==> src/rtl/ubd_div_cell.sv <==
// ----------------------------------------------------------------------------
// ubd_div_cell
// one restoring division step, registered, with its own beat handshake
// ----------------------------------------------------------------------------
module ubd_div_cell #(
    parameter int unsigned NW = 32,
    parameter int unsigned DW = 26,
    parameter int unsigned SW = 1
) (
    input  logic          aclk,
    input  logic          aresetn,
    input  logic          in_valid,
    output logic          in_ready,
    input  logic [NW-1:0] work_in,
    input  logic [DW-1:0] rem_in,
    input  logic [DW-1:0] dvs_in,
    input  logic [SW-1:0] side_in,
    output logic          out_valid,
    input  logic          out_ready,
    output logic [NW-1:0] work_out,
    output logic [DW-1:0] rem_out,
    output logic [DW-1:0] dvs_out,
    output logic [SW-1:0] side_out
);

    logic          valid_reg;
    logic [NW-1:0] work_reg;
    logic [DW-1:0] rem_reg;
    logic [DW-1:0] dvs_reg;
    logic [SW-1:0] side_reg;

    logic [DW:0]   trial;
    logic [DW:0]   diff;
    logic          ge;
    logic [NW-1:0] work_next;
    logic [DW-1:0] rem_next;

    assign trial     = {rem_in, work_in[NW-1]};
    assign diff      = trial - {1'b0, dvs_in};
    assign ge        = trial >= {1'b0, dvs_in};
    assign rem_next  = ge ? diff[DW-1:0] : trial[DW-1:0];
    assign work_next = {work_in[NW-2:0], ge};

    assign in_ready = !valid_reg || out_ready;

    always_ff @(posedge aclk) begin
        if (!aresetn) begin
            valid_reg <= 1'b0;
        end else if (in_ready) begin
            valid_reg <= in_valid;
        end
        if (in_valid && in_ready) begin
            work_reg <= work_next;
            rem_reg  <= rem_next;
            dvs_reg  <= dvs_in;
            side_reg <= side_in;
        end
    end

    assign out_valid = valid_reg;
    assign work_out  = work_reg;
    assign rem_out   = rem_reg;
    assign dvs_out   = dvs_reg;
    assign side_out  = side_reg;

endmodule

==> src/rtl/ubd_div_chain.sv <==
// ----------------------------------------------------------------------------
// ubd_div_chain
// row of division cells, one quotient bit per cell, msb first
// ----------------------------------------------------------------------------
module ubd_div_chain #(
    parameter int unsigned NW = 32,
    parameter int unsigned DW = 26,
    parameter int unsigned SW = 1
) (
    input  logic          aclk,
    input  logic          aresetn,
    input  logic          in_valid,
    output logic          in_ready,
    input  logic [NW-1:0] dividend,
    input  logic [DW-1:0] divisor,
    input  logic [SW-1:0] side_in,
    output logic          out_valid,
    input  logic          out_ready,
    output logic [NW-1:0] quotient,
    output logic [SW-1:0] side_out
);

    logic          vld [NW+1];
    logic          rdy [NW+1];
    logic [NW-1:0] wrk [NW+1];
    logic [DW-1:0] rem [NW+1];
    logic [DW-1:0] dvs [NW+1];
    logic [SW-1:0] sid [NW+1];

    assign vld[0]   = in_valid;
    assign in_ready = rdy[0];
    assign wrk[0]   = dividend;
    assign rem[0]   = '0;
    assign dvs[0]   = divisor;
    assign sid[0]   = side_in;

    for (genvar i = 0; i < NW; i++) begin : g_cell
        ubd_div_cell #(.NW(NW), .DW(DW), .SW(SW)) u_cell (
            .aclk      (aclk),
            .aresetn   (aresetn),
            .in_valid  (vld[i]),
            .in_ready  (rdy[i]),
            .work_in   (wrk[i]),
            .rem_in    (rem[i]),
            .dvs_in    (dvs[i]),
            .side_in   (sid[i]),
            .out_valid (vld[i+1]),
            .out_ready (rdy[i+1]),
            .work_out  (wrk[i+1]),
            .rem_out   (rem[i+1]),
            .dvs_out   (dvs[i+1]),
            .side_out  (sid[i+1])
        );
    end

    assign rdy[NW]   = out_ready;
    assign out_valid = vld[NW];
    assign quotient  = wrk[NW];
    assign side_out  = sid[NW];

endmodule

==> config.mk <==
export PLATFORM = sky130hd
export DESIGN_NAME = ubd_div_chain
export DESIGN_NICKNAME = d
export VERILOG_FILES = /design/src/rtl/ubd_div_cell.sv /design/src/rtl/ubd_div_chain.sv
export SDC_FILE = /design/constraint.sdc
export NUM_CORES = 2
export LEC_CHECK = 0
export BUFFER_PORTS_ARGS = -buffer_cell sky130_fd_sc_hd__clkbuf_2
export CAP_MARGIN = 25
export CORE_ASPECT_RATIO = 2
export CORE_MARGIN = 2
export CORE_UTILIZATION = 38
export DETAILED_ROUTE_END_ITERATION = 10
export PLACE_DENSITY = 0.55
export SETUP_SLACK_MARGIN = 0.2
export SYNTH_ARGS = -nofsm -noshare
export SYNTH_HDL_FRONTEND = slang
export SYNTH_SLANG_ARGS = --single-unit
==> constraint.sdc <==
create_clock -name aclk -period 23.7 [get_ports aclk]
set_input_delay 2.37 -clock aclk [delete_from_list [all_inputs] [get_ports aclk]]
set_output_delay 2.37 -clock aclk [all_outputs]
set_load 0.05 [all_outputs]
==> results by group <==
Run status
  – Status: finished, final reports clean

Setup path
  – Most frequent cell on the critical path: nand2_1
  – Nature of the critical path endpoint: primary output
  – Crit path DAT: 6.61 ns
  – Crit path buf inv count: 2
  – Slowest cell delay on critical path: 0.66 ns
  – Worst EP required: 21.33 ns
  – CP Class: primary input to primary output
  – Max FO, Critical Path: 6
  – CP top delay family: simple AND/OR/NAND/NOR gates
  – CP Cell Sequence: clkbuf_2 > nor2b_1 > nand3_1 > nor2_1 > nand2_1 > nor4_1 > nand2_1 > nor2_1 > and4_1 > nand2_1 > clkbuf_2
  – CP Launch Type: primary input
  – CP max-delay cell: nor4_1

Power
  – PwrDens: 65.7 nW/µm²
  – Total power: 9.67 mW
  – Peak VDD IR: 58.2 µV
  – Pleak: 54.8 nW

Routing
  – First-pass DRT Iterations: 6
  – WL final: 399000 µm
  – Drt via density: 5.34
  – Wire length per cell: 25.4 µm
  – Via count: 83697
  – First DRT Iteration DRCs: 3668
  – DRC Markers: 0
  – Final ANT Viol Nets: 0

Cells and area
  – Final net count: 11744
  – Area grow syn2layout: 11.8%
  – Layout cells sized above 1: 0.0930

Die
  – Die X: 420 µm
  – Die Area: 351000 µm²
  – Io pins: 98
  – Die Span Y: 836 µm
  – Initial Util: 0.382
  – Site Rows: 305
  – Core box area: 345000 µm²

Synth
  – Most frequent cell after synthesis: edfxtp_1
  – Top cell type by total area after synthesis: edfxtp_1
  – Yosys warnings: 0
  – Post-synth EDFFs: 2668
  – Top FF cell, synth: edfxtp_1
  – Count of different cell masters after synthesis: 100
  – Mapped cell area: 132000 µm²
  – Sequential fraction of the synthesis area: 0.613
  – Ranking of synthesized cells by area: edfxtp_1 61%, ha_1 7.7%, inv_1 3.0%, a21oi_1 2.8%, o21ai_0 2.6%
  – Mapped Cells: 10522
  – Syn avg cell area: 12.5 µm²
  – Post-synth top cells: 2668 x edfxtp_1, 1047 x inv_1, 808 x ha_1
  – Post-synth ARST share: 0
  – Syn Nets: 11423
  – Flops & latches, synth: 2700
  – Yosys top cell area share: 0.609

Placed design
  – Hpwl dp: 324000 µm
  – RD Place Congestion: 1.06
  – Port bufs: 97

Timing
  – Setup tns final: 0 ns
  – Fmax achieved: 111 MHz
  – Min cycle time layout: 8.98 ns
  – RSZ-0062 raised after global routing: false
  – Max_slew headroom: 0.198
  – Crit share post-route: 0.379
  – Finish-stage setup viols: 0
  – Setup Skew: 0.0491 ns
  – Max-slew violations: 0
  – Final hold violation count: 0
  – Slew @ Worst Pin: 1.20 ns

CTS
  – Root Driver: clkbuf_16
  – Number of gates resized after cts: 0
  – CTS tree: done
  – Clk sinks: 2700
  – Clock transition at path regs: 0.07 ns
  – Post-CTS Setup Repair Bufs: 0
  – Clk_lat worst skew: 0.92 ns
  – Clock Path Buffers: 4
  – TritonCTS Buffers: 267
  – CTS Hold Buffers Added: 0
  – H-tree Lvls: 5

Run
  – Maxcap violations: 0

Min path
  – Hold crit path type: register to register

Global routing
  – Total grt overflow: 0
  – GR Util All Layers: 0.224
  – Vias in the first global route: 91366
  – First-pass GRT wire length: 564000 µm
  – Pin count of the biggest net entering global routing: 79
  – Initial antenna violation count: 23
==> registers in the layout (all words and copies together) (netlist names) <==
| name | cells |
|---|---|
| g_cell.u_cell.side_out | 32 |
| g_cell.u_cell.dvs_out | 806 |
| g_cell.u_cell.work_out | 1024 |
| g_cell.u_cell.rem_out | 806 |
| g_cell.u_cell.out_valid | 32 |
==> final timing paths <==
kind	start	to	slack, ns	depth (start not counted)
setup / recovery	out_ready	in_ready	14.72	11
hold / removal	g_cell[5].u_cell.work_out[9]$_DFFE_PP_	g_cell[6].u_cell.work_out[10]$_DFFE_PP_	0.40	0
setup reg to reg	g_cell[4].u_cell.dvs_out[1]$_DFFE_PP_	g_cell[5].u_cell.rem_out[10]$_DFFE_PP_	18.21	13
hold reg to reg	g_cell[5].u_cell.work_out[9]$_DFFE_PP_	g_cell[6].u_cell.work_out[10]$_DFFE_PP_	0.40	0
==> worst reg2reg max path: stages (launching register included) <==
cell and delay [ns]:
edfxtp_1 0.41, inv_1 0.06, ha_1 0.37, a21oi_1 0.34, o211ai_1 0.23, a211oi_1 0.81, nor4_1 0.14, buf_4 0.23
o21a_1 0.23, o311a_1 0.37, nor2_2 0.08, buf_4 0.44, clkinv_1 0.97, mux2_2 0.58
==> metal layers <==
metal  vias to the layer above  share of wire  wire [µm]  track usage
met1                     40741           0.20      79500        0.109
met3                      1471          0.028      11300       0.0315
met4                         2           0.15      60300        0.287
met2                      2026           0.62     248000        0.490
li1                      39457              -          -            -
met5                         -       0.000020          8            0
==> final cells by class <==
type / instances / area (µm²)
Inverter: 1049 / 3940
Fill cell: 31412 / 198000
Sequential cell: 2700 / 80800
Clock buffer: 322 / 7050
Tap cell: 4605 / 5760
Clock inverter: 143 / 1340
Timing Repair Buffer: 233 / 1580
Multi-Input combinational cell: 6592 / 46700
Antenna cell: 36 / 90.1
==> power by group <==
group	internal (mW)	switching, mW	total [mW]
combinational	0.0765	0.134	0.211
clock	2.34	1.89	4.24
sequential	5.21	0.0175	5.23
total	7.63	2.04	9.67
==> placed cells by master, fill, tap and decap left out, drive strengths merged, types with 36 or more instances in the layout <==
master,netlist,final
nand2,699,699
nand3,119,119
mux2i,41,41
xnor2,370,370
or2,40,40
o21bai,53,53
clkbuf,139,419
xor2,209,209
a31oi,68,68
nand4,107,107
nor3,157,157
mux2,281,281
diode,0,36
clkinv,1,97
o21a,156,156
o31ai,66,66
buf,42,136
a21oi,728,728
and3,49,49
or3,48,48
a21boi,80,80
ha,808,808
nor2,653,653
a211oi,66,66
nor4,43,43
nand2b,154,154
a21o,232,232
inv,1048,1066
edfxtp,2668,2668
o21ai,710,710
nor2b,154,154
==> kinds of logic (layout without fill, tap and decap cells) <==
kind of cell    after synthesis  after routing  share of synthesized area
fa+ha+maj                   838            838                     0.0814
buf+inv                    1230           1747                     0.0356
mux                         322            322                     0.0272
flops                      2700           2700                      0.613
other cells                   0             36                          0
simple gates               2351           2351                     0.0849
compound gates             2502           2502                      0.119
xor+xnor                    579            579                     0.0385
==> stage by stage <==
stage | cell area, µm² | hold slack (ns) | instances | utilization | setup WS, ns
finish | 147000 | 0.395 | 15680 | 0.427 | 14.72
global route | 147000 | 0.407 | 15674 | 0.427 | 14.53
CTS | 147000 | 0.398 | 15637 | 0.426 | 14.70
detailed placement | 139000 | 0.405 | 15172 | 0.402 | 14.71
global placement | 138000 | 0.401 | 15157 | 0.401 | 14.64
floorplan | 132000 | 0.400 | 10522 | - | 13.76
No activity file was read; power rests on OpenSTA's default activity.
